<file path="src/sv/nfrp_pkg.sv">
`timescale 1ns / 1ps
// ----------------------------------------------------------------------------
// nfrp_pkg
// Shared types and constants of the navigation frame resync parser.
// ----------------------------------------------------------------------------
package nfrp_pkg;

  // Frame layout
  localparam logic [7:0] FRAME_HEAD = 8'h55;
  localparam logic [7:0] FRAME_TAIL = 8'h6B;
  localparam logic [7:0] CMD_LINE   = 8'h01;
  localparam logic [7:0] CMD_PATH   = 8'h02;
  localparam logic [7:0] SIGN_NEG   = 8'h00;
  localparam logic [7:0] SIGN_POS   = 8'h01;
  localparam int unsigned FRAME_LEN = 12;
  localparam int unsigned CNT_W     = 4;

  // Frame byte positions
  localparam int unsigned POS_CMD   = 1;
  localparam int unsigned POS_X_HI  = 2;
  localparam int unsigned POS_X_LO  = 3;
  localparam int unsigned POS_Y_HI  = 4;
  localparam int unsigned POS_Y_LO  = 5;
  localparam int unsigned POS_SIGN  = 6;
  localparam int unsigned POS_YAW   = 7;
  localparam int unsigned POS_LIN_H = 8;
  localparam int unsigned POS_LIN_L = 9;
  localparam int unsigned POS_ANG   = 10;
  localparam int unsigned POS_TAIL  = 11;

  localparam int unsigned OUT_W = 72;

  // One received byte with its classification flags
  typedef struct packed {
    logic [7:0] data;
    logic       is_head;
    logic       is_cmd;
    logic       is_tail;
    logic       is_sign;
  } nfrp_byte_t;

  // Back-end sequencer states
  typedef enum logic [1:0] {
    ST_IDLE = 2'b01,
    ST_SCAN = 2'b10
  } nfrp_state_e;

  // Classify one byte
  function automatic nfrp_byte_t classify(input logic [7:0] b);
    nfrp_byte_t r;
    r.data    = b;
    r.is_head = (b == FRAME_HEAD);
    r.is_cmd  = (b == CMD_LINE) || (b == CMD_PATH);
    r.is_tail = (b == FRAME_TAIL);
    r.is_sign = (b == SIGN_NEG) || (b == SIGN_POS);
    return r;
  endfunction

endpackage

</file>
<file path="src/sv/nfrp_front.sv">
`timescale 1ns / 1ps
// ----------------------------------------------------------------------------
// nfrp_front
// Accepts stream bytes, tags them with header/command/tail/sign flags and
// buffers them in a small queue toward the back end.
// ----------------------------------------------------------------------------
module nfrp_front import nfrp_pkg::*; #(
  parameter int unsigned DEPTH = 4
) (
  input  logic       clk_i,
  input  logic       rst_ni,
  input  logic       in_valid_i,
  output logic       in_ready_o,
  input  logic [7:0] in_data_i,
  output logic       q_valid_o,
  input  logic       q_ready_i,
  output nfrp_byte_t q_item_o
);

  localparam int unsigned PTR_W = (DEPTH > 1) ? $clog2(DEPTH) : 1;
  localparam int unsigned CNT_QW = $clog2(DEPTH + 1);
  localparam logic [PTR_W-1:0] LAST_PTR = PTR_W'(DEPTH - 1);
  localparam logic [CNT_QW-1:0] FULL_CNT = CNT_QW'(DEPTH);

  nfrp_byte_t        mem_q [DEPTH];
  logic [PTR_W-1:0]  wr_ptr_q, wr_ptr_d;
  logic [PTR_W-1:0]  rd_ptr_q, rd_ptr_d;
  logic [CNT_QW-1:0] cnt_q, cnt_d;
  logic              push, pop;

  assign in_ready_o = (cnt_q != FULL_CNT);
  assign q_valid_o  = (cnt_q != '0);
  assign q_item_o   = mem_q[rd_ptr_q];
  assign push       = in_valid_i && in_ready_o;
  assign pop        = q_valid_o && q_ready_i;

  // Advance pointers and occupancy
  always_comb begin
    wr_ptr_d = wr_ptr_q;
    rd_ptr_d = rd_ptr_q;
    cnt_d    = cnt_q;
    if (push) begin
      wr_ptr_d = (wr_ptr_q == LAST_PTR) ? '0 : wr_ptr_q + 1'b1;
    end
    if (pop) begin
      rd_ptr_d = (rd_ptr_q == LAST_PTR) ? '0 : rd_ptr_q + 1'b1;
    end
    if (push && !pop) begin
      cnt_d = cnt_q + 1'b1;
    end else if (pop && !push) begin
      cnt_d = cnt_q - 1'b1;
    end
  end

  always_ff @(posedge clk_i or negedge rst_ni) begin
    if (!rst_ni) begin
      wr_ptr_q <= '0;
      rd_ptr_q <= '0;
      cnt_q    <= '0;
    end else begin
      wr_ptr_q <= wr_ptr_d;
      rd_ptr_q <= rd_ptr_d;
      cnt_q    <= cnt_d;
    end
  end

  // Store the classified byte
  always_ff @(posedge clk_i) begin
    if (push) begin
      mem_q[wr_ptr_q] <= classify(in_data_i);
    end
  end

endmodule

</file>
<file path="src/sv/nfrp_back.sv">
`timescale 1ns / 1ps
// ----------------------------------------------------------------------------
// nfrp_back
// Holds the 12-byte window, resynchronizes on the header one byte per cycle
// and decodes complete frames into a registered result.
// ----------------------------------------------------------------------------
module nfrp_back import nfrp_pkg::*; (
  input  logic             clk_i,
  input  logic             rst_ni,
  input  logic             q_valid_i,
  output logic             q_ready_o,
  input  nfrp_byte_t       q_item_i,
  output logic             out_valid_o,
  input  logic             out_ready_i,
  output logic [OUT_W-1:0] out_data_o
);

  nfrp_state_e      st_q, st_d;
  nfrp_byte_t       win_q [FRAME_LEN];
  nfrp_byte_t       win_d [FRAME_LEN];
  logic [CNT_W-1:0] cnt_q, cnt_d;
  logic             out_valid_q, out_valid_d;
  logic [OUT_W-1:0] out_data_q;
  logic             out_free, frame_ok, emit, drop;
  logic [8:0]       yaw;
  logic [OUT_W-1:0] frame_word;

  localparam logic [CNT_W-1:0] FULL_CNT = CNT_W'(FRAME_LEN);

  assign out_free  = !out_valid_q || out_ready_i;
  assign q_ready_o = (st_q == ST_IDLE);
  assign frame_ok  = win_q[0].is_head && win_q[POS_CMD].is_cmd &&
                     win_q[POS_TAIL].is_tail && win_q[POS_SIGN].is_sign;

  // One resync decision per cycle while scanning
  always_comb begin
    drop = 1'b0;
    emit = 1'b0;
    if (st_q == ST_SCAN && cnt_q != '0) begin
      if (!win_q[0].is_head) begin
        drop = 1'b1;
      end else if (cnt_q >= CNT_W'(2)) begin
        if (!win_q[POS_CMD].is_cmd) begin
          drop = 1'b1;
        end else if (cnt_q == FULL_CNT) begin
          if (!frame_ok) begin
            drop = 1'b1;
          end else begin
            emit = out_free;
          end
        end
      end
    end
  end

  // Decode the frame fields
  always_comb begin
    yaw = (win_q[POS_SIGN].data == SIGN_NEG) ?
          9'(9'd0 - {1'b0, win_q[POS_YAW].data}) : {1'b0, win_q[POS_YAW].data};
    frame_word = {6'd0,
                  win_q[POS_ANG].data,
                  win_q[POS_LIN_H].data, win_q[POS_LIN_L].data,
                  yaw,
                  win_q[POS_Y_HI].data, win_q[POS_Y_LO].data,
                  win_q[POS_X_HI].data, win_q[POS_X_LO].data,
                  (win_q[POS_CMD].data == CMD_PATH)};
  end

  // Next window, count and state
  always_comb begin
    st_d  = st_q;
    cnt_d = cnt_q;
    for (int k = 0; k < FRAME_LEN; k++) begin
      win_d[k] = win_q[k];
    end
    case (st_q)
      ST_IDLE: begin
        if (q_valid_i) begin
          for (int k = 0; k < FRAME_LEN; k++) begin
            if (cnt_q == CNT_W'(k)) begin
              win_d[k] = q_item_i;
            end
          end
          cnt_d = cnt_q + 1'b1;
          st_d  = ST_SCAN;
        end
      end
      ST_SCAN: begin
        if (drop) begin
          for (int k = 0; k < FRAME_LEN - 1; k++) begin
            win_d[k] = win_q[k + 1];
          end
          cnt_d = cnt_q - 1'b1;
        end else if (emit) begin
          cnt_d = '0;
          st_d  = ST_IDLE;
        end else if (!(cnt_q == FULL_CNT && frame_ok)) begin
          // nothing left to resolve until the next byte
          st_d = ST_IDLE;
        end
      end
      default: begin
        st_d = ST_IDLE;
      end
    endcase
  end

  // Hold the result until taken
  always_comb begin
    out_valid_d = out_valid_q;
    if (out_valid_q && out_ready_i) begin
      out_valid_d = 1'b0;
    end
    if (emit) begin
      out_valid_d = 1'b1;
    end
  end

  always_ff @(posedge clk_i or negedge rst_ni) begin
    if (!rst_ni) begin
      st_q        <= ST_IDLE;
      cnt_q       <= '0;
      out_valid_q <= 1'b0;
    end else begin
      st_q        <= st_d;
      cnt_q       <= cnt_d;
      out_valid_q <= out_valid_d;
    end
  end

  always_ff @(posedge clk_i) begin
    for (int k = 0; k < FRAME_LEN; k++) begin
      win_q[k] <= win_d[k];
    end
    if (emit) begin
      out_data_q <= frame_word;
    end
  end

  assign out_valid_o = out_valid_q;
  assign out_data_o  = out_data_q;

  // Window never overfills
  a_cnt_max: assert property (@(posedge clk_i) disable iff (!rst_ni)
    cnt_q <= FULL_CNT) else $error("window count above frame length");

  // A new byte only lands in a window with room
  a_idle_room: assert property (@(posedge clk_i) disable iff (!rst_ni)
    (st_q == ST_IDLE) |-> (cnt_q < FULL_CNT)) else $error("full window while idle");

  // Emit only from a full window that starts on a header
  a_emit_full: assert property (@(posedge clk_i) disable iff (!rst_ni)
    emit |-> (cnt_q == FULL_CNT && win_q[0].is_head && out_free))
    else $error("emit from an incomplete window");

  // Window empties after a frame
  a_emit_clear: assert property (@(posedge clk_i) disable iff (!rst_ni)
    emit |=> (cnt_q == '0 && out_valid_q && st_q == ST_IDLE))
    else $error("window not cleared after frame");

endmodule

</file>
<file path="src/sv/nav_frame_resync_parser_top.sv">
`timescale 1ns / 1ps
// ----------------------------------------------------------------------------
// nav_frame_resync_parser_top
// Parses a byte stream into 12-byte navigation frames with header resync.
// ----------------------------------------------------------------------------
// Channel  Dir  Signals                         Item
// s_axis   in   s_axis_tvalid_i/tready_o/tdata  one received byte
// m_axis   out  m_axis_tvalid_o/tready_i/tdata  one decoded frame
//
// An accepted byte is written into the input queue. The back end takes a
// queued byte only while idle, then its sequencer drops window positions one
// at a time and then emits a frame or stops, before it takes the next byte;
// the single-step shift of the window sets this pace. The queue keeps
// accepting during that time until it fills.
// A decoded frame waits in an output register; a stalled output holds the
// sequencer only when a second frame completes. Reset clears the window
// count, the queue and the output valid.
// ----------------------------------------------------------------------------
module nav_frame_resync_parser_top import nfrp_pkg::*; #(
  parameter int unsigned FIFO_DEPTH = 4
) (
  input  logic        clk_i,
  input  logic        rst_ni,
  input  logic        s_axis_tvalid_i,
  output logic        s_axis_tready_o,
  input  logic [7:0]  s_axis_tdata_i,   // [7:0] data_byte
  output logic        m_axis_tvalid_o,
  input  logic        m_axis_tready_i,
  output logic [71:0] m_axis_tdata_o    // [0] nav_mode, [16:1] target_x,
                                        // [32:17] target_y, [41:33] yaw_degrees,
                                        // [57:42] max_linear_speed,
                                        // [65:58] max_angular_speed, rest zero
);

  logic       q_valid, q_ready;
  nfrp_byte_t q_item;

  nfrp_front #(
    .DEPTH(FIFO_DEPTH)
  ) u_front (
    .clk_i     (clk_i),
    .rst_ni    (rst_ni),
    .in_valid_i(s_axis_tvalid_i),
    .in_ready_o(s_axis_tready_o),
    .in_data_i (s_axis_tdata_i),
    .q_valid_o (q_valid),
    .q_ready_i (q_ready),
    .q_item_o  (q_item)
  );

  nfrp_back u_back (
    .clk_i      (clk_i),
    .rst_ni     (rst_ni),
    .q_valid_i  (q_valid),
    .q_ready_o  (q_ready),
    .q_item_i   (q_item),
    .out_valid_o(m_axis_tvalid_o),
    .out_ready_i(m_axis_tready_i),
    .out_data_o (m_axis_tdata_o)
  );

endmodule

</file>
<file path="config.mk">
export PLATFORM = sky130hd
export DESIGN_NAME = nav_frame_resync_parser_top
export DESIGN_NICKNAME = d
export VERILOG_FILES = /design/src/sv/nfrp_pkg.sv /design/src/sv/nfrp_front.sv /design/src/sv/nfrp_back.sv /design/src/sv/nav_frame_resync_parser_top.sv
export SDC_FILE = /design/constraint.sdc
export NUM_CORES = 1
export LEC_CHECK = 0
export BUFFER_PORTS_ARGS = -buffer_cell sky130_fd_sc_hd__buf_2
export CORE_ASPECT_RATIO = 1.75
export CORE_MARGIN = 2
export CORE_UTILIZATION = 42
export CTS_CLUSTER_DIAMETER = 150
export DETAILED_ROUTE_END_ITERATION = 6
export GPL_ROUTABILITY_DRIVEN = 0
export GPL_TIMING_DRIVEN = 0
export HOLD_SLACK_MARGIN = 0.06
export PLACE_DENSITY = 0.63
export SKIP_CTS_REPAIR_TIMING = 1
export SLEW_MARGIN = 20
export SYNTH_ARGS = -nofsm -noshare
export SYNTH_HDL_FRONTEND = slang
export SYNTH_SLANG_ARGS = --single-unit
</file>
<file path="constraint.sdc">
create_clock -name clk_i -period 3.3 [get_ports clk_i]
set_input_delay 0 -clock clk_i [delete_from_list [all_inputs] [get_ports clk_i]]
set_output_delay 0 -clock clk_i [all_outputs]
set_load 0.005 [all_outputs]
</file>
==> results of run 1 <==
metrics by stage:
stage	total power, mW	cells	util
floorplan	7.67	677	-
global placement	8.73	1056	0.461
detailed placement	8.83	1057	0.462
CTS	11.4	1096	0.495
global route	12.0	1109	0.502
finish	11.3	1109	0.502
cells by family after synthesis:
group	share of synthesized area
buffers and inverters	0.0196
flip-flops	0.758
multiplexers	0.0327
XOR/XNOR	0.00998
AND/OR/NAND/NOR	0.135
AO/OA/AOI/OAI	0.0257
other	0.000389
adder cells (fa/ha/maj)	0.0189
sequential cells by signal, indices dropped and copies added (netlist names):
signal and flops:
u_back.cnt_q 4, u_back.out_data_o 66, u_back.st_q 2, u_front.wr_ptr_q 2, u_front.mem_q 48, u_front.cnt_q 3
u_back.out_valid_o 1, u_back.win_q 118, u_front.rd_ptr_q 2
power by group through the flow:
stage | sequential, mW | combinational [mW] | clock, mW
after floorplan | 5.45 | 2.22 | 0
after global placement | 5.71 | 3.02 | 0
after detailed placement | 5.72 | 3.11 | 0
after CTS | 5.66 | 3.12 | 2.63
after global routing | 5.76 | 3.54 | 2.72
final | 5.64 | 3.14 | 2.56
layout by cell type (no fill, tap or decap), types with 3 or more instances in the layout:
master and instances:
sky130_fd_sc_hd__clkbuf_1 19, sky130_fd_sc_hd__nand2b_1 4, sky130_fd_sc_hd__a21oi_2 9, sky130_fd_sc_hd__nor4_1 9
sky130_fd_sc_hd__ha_1 13, sky130_fd_sc_hd__and3_1 4, sky130_fd_sc_hd__o21ai_0 7, sky130_fd_sc_hd__edfxtp_1 232
sky130_fd_sc_hd__xor2_1 4, sky130_fd_sc_hd__clkbuf_8 4, sky130_fd_sc_hd__nor3_1 5, sky130_fd_sc_hd__mux4_2 12
sky130_fd_sc_hd__dlygate4sd3_1 13, sky130_fd_sc_hd__conb_1 6, sky130_fd_sc_hd__xnor2_1 7, sky130_fd_sc_hd__a21oi_1 5
sky130_fd_sc_hd__nor3b_1 3, sky130_fd_sc_hd__nor2_1 11, sky130_fd_sc_hd__nand3_1 8, sky130_fd_sc_hd__clkinv_2 3
sky130_fd_sc_hd__dfrtp_1 13, sky130_fd_sc_hd__inv_1 10, sky130_fd_sc_hd__nand2_2 6, sky130_fd_sc_hd__a31oi_1 3
sky130_fd_sc_hd__buf_4 8, sky130_fd_sc_hd__nand2_1 238, sky130_fd_sc_hd__buf_2 86, sky130_fd_sc_hd__clkbuf_16 22
routing by layer:
| layer | global-route usage | vias up | share of wire |
|---|---|---|---|
| li1 | - | 2633 | - |
| met5 | 0 | - | 0 |
| met2 | 0.292 | 139 | 0.55 |
| met1 | 0.164 | 2604 | 0.37 |
| met4 | 0.0668 | 0 | 0.039 |
| met3 | 0.0203 | 44 | 0.042 |
how the worst max path moves through the flow:
stage | from | to | slack (ns) | depth (start not counted)
global route | u_back.cnt_q[0]$_DFFE_PN0P_ | u_back.win_q[0][42]$_DFFE_PP_ | 0.25 | 7
global placement | u_back.cnt_q[0]$_DFFE_PN0P_ | u_back.out_data_o[52]$_DFFE_PN_ | -0.42 | 6
CTS | u_back.cnt_q[0]$_DFFE_PN0P_ | u_back.win_q[0][42]$_DFFE_PP_ | 0.06 | 7
finish | u_back.cnt_q[0]$_DFFE_PN0P_ | u_back.win_q[0][42]$_DFFE_PP_ | 0.42 | 7
floorplan | u_back.cnt_q[1]$_DFFE_PN0P_ | u_back.out_data_o[0]$_DFFE_PN_ | 0.32 | 6
detailed placement | u_back.cnt_q[0]$_DFFE_PN0P_ | u_back.win_q[0][44]$_DFFE_PP_ | 0.07 | 7
worst max-delay path, delay by kind of cell, from the launching register on:
kind	cells	cell delay, ns
buf+inv	1	0.14
flops	1	0.46
mux	1	0.25
fa+ha+maj	1	0.31
compound gates	2	0.71
simple gates	2	0.63
final cells by class:
cell class,instances,share of cell area
clock inverters,8,0.00936
inverters,11,0.00385
clock buffers,31,0.0549
repair buffers,93,0.0486
plain buffers,29,0.0130
multi-input cells,391,0.193
well taps,300,0.0330
flip-flops and latches,246,0.644
==> run summary, run 1 <==
The run finished with clean final reports. Using the TritonRoute via totals, the vias-per-cell ratio works out to 4.89. The horizontal die dimension was 119 µm; the final hold violation count was 0. TritonCTS built the clock tree.

Row generation in the floorplan step produced 73 rows. The final HPWL from detailed placement was 13,100 µm; the number of buffers created by CTS was 22. The run gives 11,400 µm² as the final instance area.

For this run, design rule violations remaining after detail routing come to 0. The layout has 1,983 filler cells. The detail route stage leaves a number of antenna-violating nets equal to 0. The number of flops mapped to enable cells by yosys works out to 232.

The worst slew slack as a fraction of its limit is 0.338, and the power density over the cells is 997 nW/µm². The run gives 0 as the number of antenna repair diodes. For the minimum setup slack in the final design, the log shows 0.420 ns. The worst register-to-register path ends at u_back.win_q[0][42]$_DFFE_PP_.

The initial antenna violation count was 0; the post-synthesis cell type count was 51. The share of flip-flops with an asynchronous set or reset after synthesis is 0.0569. The floorplan step defined a core boundary enclosing 22,700 µm². The number of failing setup endpoints in the final timing report is 0.

The tools report the wire length of the first global-routing pass as 28,700 µm. The portion of synthesized cell area occupied by the leading cell type is 0.722. The fraction of layout instances using a drive strength above 1 is 0.208, and the worst hold slack is 0.262 ns. The clock root buffer master was sky130_fd_sc_hd__clkbuf_16. The average instance area after synthesis was 14.4 µm²; the maximum resistive drop on vdd was 472 µV. The run gives 0.498 as the sequential group share of total power.

The combinational fraction of design power came out at 0.277. The synthesized design contains 246 register bits. The biggest area contributor in the post-synthesis netlist is sky130_fd_sc_hd__edfxtp_1. Across the routed clock network, the largest skew measured is 0.0194 ns. For the worst setup path, the data arrival time is 3.00 ns.

The share of the clock period used by the worst path after layout is 0.873, and the number of max-slew violations in the final report is 0. The total track usage was 0.152; the share of synthesized area occupied by flip-flops and latches was 0.758. The tools report the sink of the worst hold path as u_front.mem_q[2][11]$_DFFE_PP_. Setup repair after global routing left no endpoint under its margin.

Walking the worst path, the cells encountered are inv_1, ha_1, and3_2, a22oi_2, nor2_2, mux2i_4, a21oi_2. Start-to-end type of the worst setup path: reg2reg. The tools report the worst min-delay path startpoint as s_axis_tdata_i[7].

From synthesis to final layout, the design area changed by 17.8%. Clock-pin slew was measured on the worst setup and hold paths at 0.07 ns. The die covers 24,300 µm². The final route contains 5,420 vias.

The endpoint class of the critical path is a register. The number of DRC violations after detailed-routing iteration 0 was 434; the critical path data required time was 3.42 ns. The tools report the via count of the first global-routing pass as 5,384.

The Yosys step of the flow raised 0 warnings. After synthesis, the most frequently instantiated cells are 238 x sky130_fd_sc_hd__nand2_1, 232 x sky130_fd_sc_hd__edfxtp_1, 14 x sky130_fd_sc_hd__a21oi_1, 14 x sky130_fd_sc_hd__clkbuf_1. By area the synthesized netlist is led by sky130_fd_sc_hd__edfxtp_1 72%, sky130_fd_sc_hd__nand2_1 9.3%, sky130_fd_sc_hd__dfrtp_1 3.4%. Counting instances, the worst hold path has a depth of 2.

The maximum fanout along the worst path works out to 10. The final critical path time including I/O delays and setup was 2.88 ns; the post-synthesis instance total was 672. The length of the first detailed-routing pass in iterations is 4, and the average wire per cell in the routed design is 16.7 µm. For this run, the leading register cell type out of synthesis is sky130_fd_sc_hd__edfxtp_1.

The type of the tightest min-delay check was in2reg. The sequential cells in the finished layout cover a total of 7320 µm². Number of buffers inserted by port buffering: 79.

For this run, the top clock speed supported by timing is 0.347 GHz. Once placement finished, the instance area stood at 10,500 µm². The run gives 0.42 ns as the slack of the worst reg-to-reg path. The analysis attributes to cell leakage a power of 4.30 nW. The logs give 0 for the global route total overflow and 18,500 µm for the total detailed-routing wirelength. The startpoint of the most critical register-to-register path is u_back.cnt_q[0]$_DFFE_PN0P_. The slowest stage of the critical path is the sky130_fd_sc_hd__a21oi_2 cell. For this run, the post-layout net count is 820. The die is 205 µm tall. In this run the count of I/O pins placed on the die edge is 86. The number of maximum-capacitance constraint violations was 0; the slew at the pin closest to its max-slew limit was 0.993 ns. The clock power share is 0.226, and the clock tree buffer depth is 3. The tools report the cell-internal power as 7.53 mW. The logs give 0.0672 ns for the worst slack at placement and 58 for the pin count of the biggest net entering global routing. The run gives 0.51 ns as the insertion delay of the later-clocked pin in the worst-skew pair. The most common cell in the synthesized netlist is sky130_fd_sc_hd__nand2_1. The tools report the deepest level of the CTS H-tree as 1. Summing all multi-input logic gate instances after layout gives 2200 µm². The post-synthesis instance area is 9650 µm².

The clock sink total was 246. The largest stage delay on the critical path is 0.63 ns, and the share of total power consumed by net switching is 0.335. The tools report the startpoint type of the worst setup path as a register. For the worst flop-to-flop path, the logic depth is 7. The setup TNS after final layout was 0 ns; the net switching power was 3.80 mW.

The initial core utilization is 0.426.
No activity file was read; power rests on OpenSTA's default activity.
==> inputs of run 2 (changes only) <==
CAP_MARGIN = 15   (was default)
CORE_ASPECT_RATIO = 0.5   (was 1.75)
GPL_ROUTABILITY_DRIVEN = default   (was 0)
==> run 2 against run 1 <==
Against the previous run:
- register-to-register slack lost 0.23 ns
- worst setup slack lost 0.23 ns
- total power shrank 0.32%
- highest routed layer unchanged
- die area grew 0.10%
- first-iteration DRC count shrank 15%
==> run summary, run 2 (same netlist as run 1, synthesis figures left out) <==
Floorplan die height: 111 µm (-46%). For the number of nets with antenna violations after routing, the log shows 0 (unchanged). The number of flip-flops under the largest register name is 118 (unchanged).

The startpoint identified for the worst register-to-register timing path is u_back.cnt_q[1]$_DFFE_PN0P_. Setup repair after global routing left no endpoint under its margin. The clock input transition at the sequential cells of the worst setup and hold paths is 0.06 ns (about the same), and the wire length of the first global-routing pass is 28,600 µm (-0.29%). The run gives 830 µm (+7.9%) as the met3 routed wirelength. The total die area was 24,300 µm² (+0.10%). The run gives 3.22 ns (+0.22 ns) as the arrival time of the worst setup path. The number of buffers created by CTS was 23 (+4.5%).

Walking the worst path, the cells encountered are inv_1, ha_1, and3_2, a22oi_2, nor2_2, mux2i_4, a21oi_1. Share of the clock period used by the worst path after layout: 0.943 (+0.0699). The placed cell count is 1,064 (+0.66%), and the number of filler cells placed in the layout is 1,939 (-2.2%).

The tree is rooted in a sky130_fd_sc_hd__clkbuf_16. The logs give 11,300 µm² (-0.25%) for the final instance area and 246 (unchanged) for the clock sink total. For the placeable core region, the log shows 22,700 µm² (+0.17%). The top cell types in the final layout, fill and taps aside, are 238 x sky130_fd_sc_hd__nand2_1, 232 x sky130_fd_sc_hd__edfxtp_1, 86 x sky130_fd_sc_hd__buf_2. The mean number of vias per cell came out at 4.90 (+0.34%).

The clock skew after layout is 0.0133 ns (-0.00606 ns). The tools report the total detailed-routing wirelength as 18,000 µm (-2.7%). Leaving out fill and tap cells, the most frequent cell in the layout is sky130_fd_sc_hd__nand2_1. The largest stage delay on the critical path was 0.86 ns (+0.23 ns). The logs give 8600 µm (-16%) for the wire length on met2 and 12,500 µm (-4.3%) for the final HPWL from detailed placement. The insertion delay of the later-clocked pin in the worst-skew pair is 0.50 ns (about the same).

The uppermost layer routed is met4. The slowest stage of the critical path is the sky130_fd_sc_hd__a21oi_1 cell. The initial core utilization is 0.425 (-0.000728), and the power density over the cells is 996 nW/µm² (about the same). Worst min-delay path startpoint: s_axis_tvalid_i. The maximum fanout along the worst path was 10 (unchanged). The deepest level of the CTS H-tree was 1 (unchanged); the worst path buffer plus inverter count was 1 (unchanged).

The type of the tightest min-delay check is in2reg. The fraction of layout instances using a drive strength above 1 was 0.197 (-0.0111); the pin count of the biggest net entering global routing was 36 (-38%). The number of max-slew violations in the final report is 0 (unchanged). The tools report the number of maximum-capacitance constraint violations as 0 (unchanged). For the number of cells in the finished layout apart from fillers, the log shows 1,116 (+0.63%). TritonCTS built the clock tree. The slew at the pin closest to its max-slew limit is 1.06 ns (+0.0705 ns), and the via count of the routed design is 5,473 (+0.98%). The horizontal die dimension is 218 µm (+84%). The run gives 0.844 as the routability-driven placement congestion ratio. The number of failing setup endpoints in the final timing report is 0 (unchanged), and the final hold violation count is 0 (unchanged).

The flow ran to the end, and the final reports show no timing, DRC or antenna violations. The worst slew slack as a fraction of its limit was 0.291 (-0.0470); the initial antenna violation count was 0 (unchanged). The tools report the length of the first detailed-routing pass in iterations as 5 (+1). The startpoint of the worst setup timing path was u_back.cnt_q[1]$_DFFE_PN0P_.

The tools report the critical path data required time as 3.41 ns (about the same). The final critical path time including I/O delays and setup is 3.11 ns (+0.231 ns), and the number of DRC violations after detailed-routing iteration 0 is 369 (-15%). Number of rows created at floorplan: 39 (-47%).

The logs give 8240 µm (+22%) for the routed metal-1 wire length and 11.3 mW (-0.32%) for the total power draw. The instance area after placement came out at 10,500 µm² (about the same). The average wire per cell in the routed design came out at 16.2 µm (-3.3%). From synthesis to final layout, the design area changed by 17.5%.

Register name with the most flops: u_back.win_q. The tools report the achievable clock frequency as 0.321 GHz (-7.4%). The run gives 0 (unchanged) as the global route total overflow. The tools report the number of antenna repair diodes as 0 (unchanged). The cell family contributing the most delay on the critical path is compound AO/OA/AOI/OAI gates.

The cell leakage power is 4.29 nW (-0.30%). The worst setup path is captured at a register. The run gives 3 (unchanged) as the clock tree buffer depth.

The run gives 0 (unchanged) as the number of remaining DRC errors. The number of nets in the layout is 820 (unchanged). The start-to-end type of the worst setup path was reg2reg.

For the I/O pin total, the log shows 86 (unchanged). The via count of the first global-routing pass is 5,362 (-0.41%), and the core utilization of the finished layout is 0.500 (-0.00213). The maximum resistive drop on vdd is 382 µV (-19%). The total track usage was 0.150 (-0.00191).

STA classifies the critical path startpoint as a register. The number of buffers inserted by port buffering is 79 (unchanged).
run 2: area by class of cell:
| class | count | area [µm²] | share of cell area |
|---|---|---|---|
| Sequential cell | 246 | 7320 | 0.645 |
| Multi-Input combinational cell | 391 | 2190 | 0.193 |
| Clock buffer | 31 | 606 | 0.0534 |
| Timing Repair Buffer | 92 | 536 | 0.0472 |
| Tap cell | 307 | 384 | 0.0339 |
| Buffer | 29 | 148 | 0.0130 |
| Clock inverter | 9 | 119 | 0.0105 |
| Inverter | 11 | 43.8 | 0.00386 |
run 2: power breakdown:
part,internal (mW),switching (mW)
logic,0.944,2.16
registers,5.10,0.508
clock network,1.52,1.07
run 2: worst paths after layout:
path / end / slack [ns] / cells after the start
setup / recovery: u_back.win_q[1][14]$_DFFE_PP_ / 0.19 / 7
hold / removal: u_front.wr_ptr_q[0]$_DFFE_PN0P_ / 0.01 / 3
setup reg to reg: u_back.win_q[1][14]$_DFFE_PP_ / 0.19 / 7
hold reg to reg: u_back.out_data_o[54]$_DFFE_PN_ / 0.45 / 0
max in group asynchronous: u_front.rd_ptr_q[1]$_DFFE_PN0P_ / 1.74 / 4
min in group asynchronous: u_back.st_q[0]$_DFFE_PN1P_ / 0.52 / 3
run 2: through the flow:
stage	hold WS [ns]	worst slack, ns	setup TNS [ns]
final	0.0140	0.189	0
after CTS	-0.604	0.122	0
after floorplan	-0.296	0.320	0
after global placement	-0.0846	-0.468	-30.59
after global routing	0.0677	0.0140	0
after detailed placement	-0.0750	0.131	0
run 2: worst register-to-register path, stage by stage (launching register included):
cell and delay [ns]:
sky130_fd_sc_hd__dfrtp_1 0.49, sky130_fd_sc_hd__inv_1 0.13, sky130_fd_sc_hd__ha_1 0.32, sky130_fd_sc_hd__and3_2 0.24, sky130_fd_sc_hd__a22oi_2 0.08, sky130_fd_sc_hd__nor2_2 0.38, sky130_fd_sc_hd__mux2i_4 0.23, sky130_fd_sc_hd__a21oi_1 0.86
run 2: per-layer routing:
layer | vias up | GRT usage
met5 | - | 0
met4 | 0 | 0.0345
met3 | 30 | 0.0283
met2 | 127 | 0.245
met1 | 2681 | 0.210
li1 | 2635 | -
==> inputs of run 3 (changes only) <==
SETUP_SLACK_MARGIN = 0.4   (was default)
==> run 3 against run 2 <==
Against the previous run:
- highest routed layer unchanged
- sequential power is essentially flat
- sequential share of layout area shrank 0.099 points
- worst setup slack gained 0.26 ns
- clock skew shrank 0.0055 ns
- maximum frequency grew 9.3%
==> run summary, run 3 (same netlist as run 1, synthesis figures left out) <==
Type of the tightest min-delay check: in2reg. The tools report the setup TNS after final layout as 0 ns (unchanged). The logs give 1,120 (+0.36%) for the number of cells in the finished layout apart from fillers and 1 (unchanged) for the deepest level of the CTS H-tree. The run gives 5,193 (-3.2%) as the via count of the first global-routing pass.

The slowest stage of the critical path is the sky130_fd_sc_hd__a21oi_2 cell. Mean number of vias per cell: 4.90 (about the same). The total detailed-routing wirelength came out at 18,400 µm (+1.9%). The number of nets with antenna violations after routing was 0 (unchanged); the insertion delay of the later-clocked pin in the worst-skew pair was 0.51 ns (about the same). The maximum resistive drop on vdd came out at 481 µV (+26%). The number of rows created at floorplan was 39 (unchanged); the number of antenna repair diodes was 0 (unchanged). The number of buffers inserted by port buffering works out to 79 (unchanged). Number of flip-flops under the largest register name: 118 (unchanged). The share of the clock period used by the worst path after layout was 0.862 (-0.0801); the cell leakage power was 4.29 nW (about the same).

The clock tree buffer depth was 3 (unchanged). CTS placed an instance of sky130_fd_sc_hd__clkbuf_16 at the clock tree root. The slew at the pin closest to its max-slew limit came out at 0.896 ns (-0.167 ns).

The power density over the cells works out to 991 nW/µm² (-0.53%). Total power draw: 11.3 mW (-0.37%). The wire length of the first global-routing pass was 28,400 µm (-0.60%). The tools report the via count of the routed design as 5,489 (+0.29%). Compared with the post-synthesis result, the final layout area differs by 17.7%.

The number of max-slew violations in the final report was 0 (unchanged). The clock skew after layout came out at 0.00777 ns (-0.00552 ns). The logs give 0 (unchanged) for the number of failing setup endpoints in the final timing report and 2.98 ns (-0.24 ns) for the arrival time of the worst setup path.

The run gives 0 (unchanged) as the number of maximum-capacitance constraint violations. For the initial core utilization, the log shows 0.425 (unchanged). Setup repair after global routing could not meet its margin everywhere.

TritonCTS built the clock tree. The logs give 24,300 µm² (unchanged) for the total die area and 0 (unchanged) for the final hold violation count. In the layout the commonest cells are 238 x sky130_fd_sc_hd__nand2_1, 232 x sky130_fd_sc_hd__edfxtp_1, 86 x sky130_fd_sc_hd__buf_2.

More flip-flops sit in one register than any other, and that register is u_back.win_q. Fraction of layout instances using a drive strength above 1: 0.205 (+0.00887). For the achievable clock frequency, the log shows 0.351 GHz (+9.3%).

For the length of the first detailed-routing pass in iterations, the log shows 5 (unchanged). The worst hold slack is 0.0181 ns (+0.00407 ns), and the floorplan die height is 111 µm (unchanged). The slack of the worst reg-to-reg path was 0.45 ns (+0.26 ns). Placeable core region: 22,700 µm² (unchanged). The run gives 369 (unchanged) as the number of DRC violations after detailed-routing iteration 0.

The routability-driven placement congestion ratio was 0.844 (about the same); the average wire per cell in the routed design was 16.4 µm (+1.6%). The number of nets in the layout is 822 (+0.24%). The initial antenna violation count is 0 (unchanged). For the critical path data required time, the log shows 3.44 ns (+0.03 ns). The horizontal die dimension is 218 µm (unchanged). The library cell used most frequently in the layout, excluding fill and tap cells, is sky130_fd_sc_hd__nand2_1. STA classifies the critical path endpoint as a register. The worst setup path is launched from a register. The largest stage delay on the critical path came out at 0.60 ns (-0.26 ns). The final critical path time including I/O delays and setup is 2.85 ns (-0.264 ns). The worst path buffer plus inverter count came out at 1 (unchanged). The flow ran to the end, and the final reports show no timing, DRC or antenna violations. Pin count of the biggest net entering global routing: 36 (unchanged).

The total track usage was 0.150 (-0.000295); the clock input transition at the sequential cells of the worst setup and hold paths was 0.06 ns (about the same). For the I/O pin total, the log shows 86 (unchanged). Traced cell by cell, the critical path runs through inv_1, ha_1, and3_2, a22oi_2, nor2_2, mux2i_4, a21oi_2. The placed cell count is 1,064 (unchanged). By startpoint and endpoint, the worst setup path is classified as reg2reg. The number of remaining DRC errors is 0 (unchanged). The number of buffers created by CTS is 23 (unchanged), and the clock sink total is 246 (unchanged). The final HPWL from detailed placement is 12,500 µm (-0.16%), and the worst slew slack as a fraction of its limit is 0.400 (+0.109). The kind of cell with the highest combined delay on the critical path was compound AO/OA/AOI/OAI gates. The maximum fanout along the worst path was 10 (unchanged); the global route total overflow was 0 (unchanged).
run 3: cell count changes in the layout (fill, tap and decap cells not counted), moves of 2 or more:
cell                       change
sky130_fd_sc_hd__a21oi_2       +4
sky130_fd_sc_hd__clkinv_2      +2
sky130_fd_sc_hd__clkinv_1      +6
sky130_fd_sc_hd__clkbuf_1      -6
sky130_fd_sc_hd__a21oi_1       -4
run 3: layout make-up:
| type | count | area [µm²] |
|---|---|---|
| buffer | 29 | 148 |
| clock buffer | 25 | 583 |
| clock inverter | 17 | 130 |
| fill | 1939 | 11300 |
| inverter | 11 | 45.0 |
| multi-input combinational | 391 | 2200 |
| sequential | 246 | 7320 |
| tap | 307 | 384 |
| timing repair buffer | 93 | 543 |
| timing repair inverter | 1 | 5.00 |
run 3: where the power goes:
group,leakage (nW),switching (mW),internal [mW]
combinational,1.60,2.20,0.953
clock,0.348,1.07,1.43
sequential,2.33,0.510,5.10
total,4.29,3.78,7.48
run 3: path summary, 6_finish.rpt:
kind,start,endpoint,cells past startpoint
max,u_back.cnt_q[1]$_DFFE_PN0P_,u_back.win_q[0][46]$_DFFE_PP_,7
min,s_axis_tvalid_i,u_front.wr_ptr_q[1]$_DFFE_PN0P_,3
max reg2reg,u_back.cnt_q[1]$_DFFE_PN0P_,u_back.win_q[0][46]$_DFFE_PP_,7
min reg2reg,u_back.win_q[2][8]$_DFFE_PP_,u_back.out_data_o[54]$_DFFE_PN_,0
max in group asynchronous,rst_ni,u_front.rd_ptr_q[0]$_DFFE_PN0P_,4
min in group asynchronous,rst_ni,u_back.st_q[0]$_DFFE_PN1P_,3
run 3: tightest hold or removal path: cells and delay by family:
kind | cells | cell delay, ns
AND/OR/NAND/NOR | 1 | 0.25
AO/OA/AOI/OAI | 1 | 0.11
buffers and inverters | 1 | 0.11
run 3: routing by layer:
metal	vias up	track usage	routed length, µm
met3	22	0.0241	875
met2	143	0.242	8900
li1	2642	-	-
met5	-	0	0
met1	2682	0.215	8350
met4	0	0.0304	250
run 3: through the flow:
| step | setup slack (ns) | util | area, µm² |
|---|---|---|---|
| floorplan | 0.779 | - | 9670 |
| global placement | 0.111 | 0.461 | 10500 |
| detailed placement | 0.190 | 0.462 | 10500 |
| CTS | 0.162 | 0.493 | 11200 |
| global route | 0.262 | 0.501 | 11400 |
| finish | 0.454 | 0.501 | 11400 |
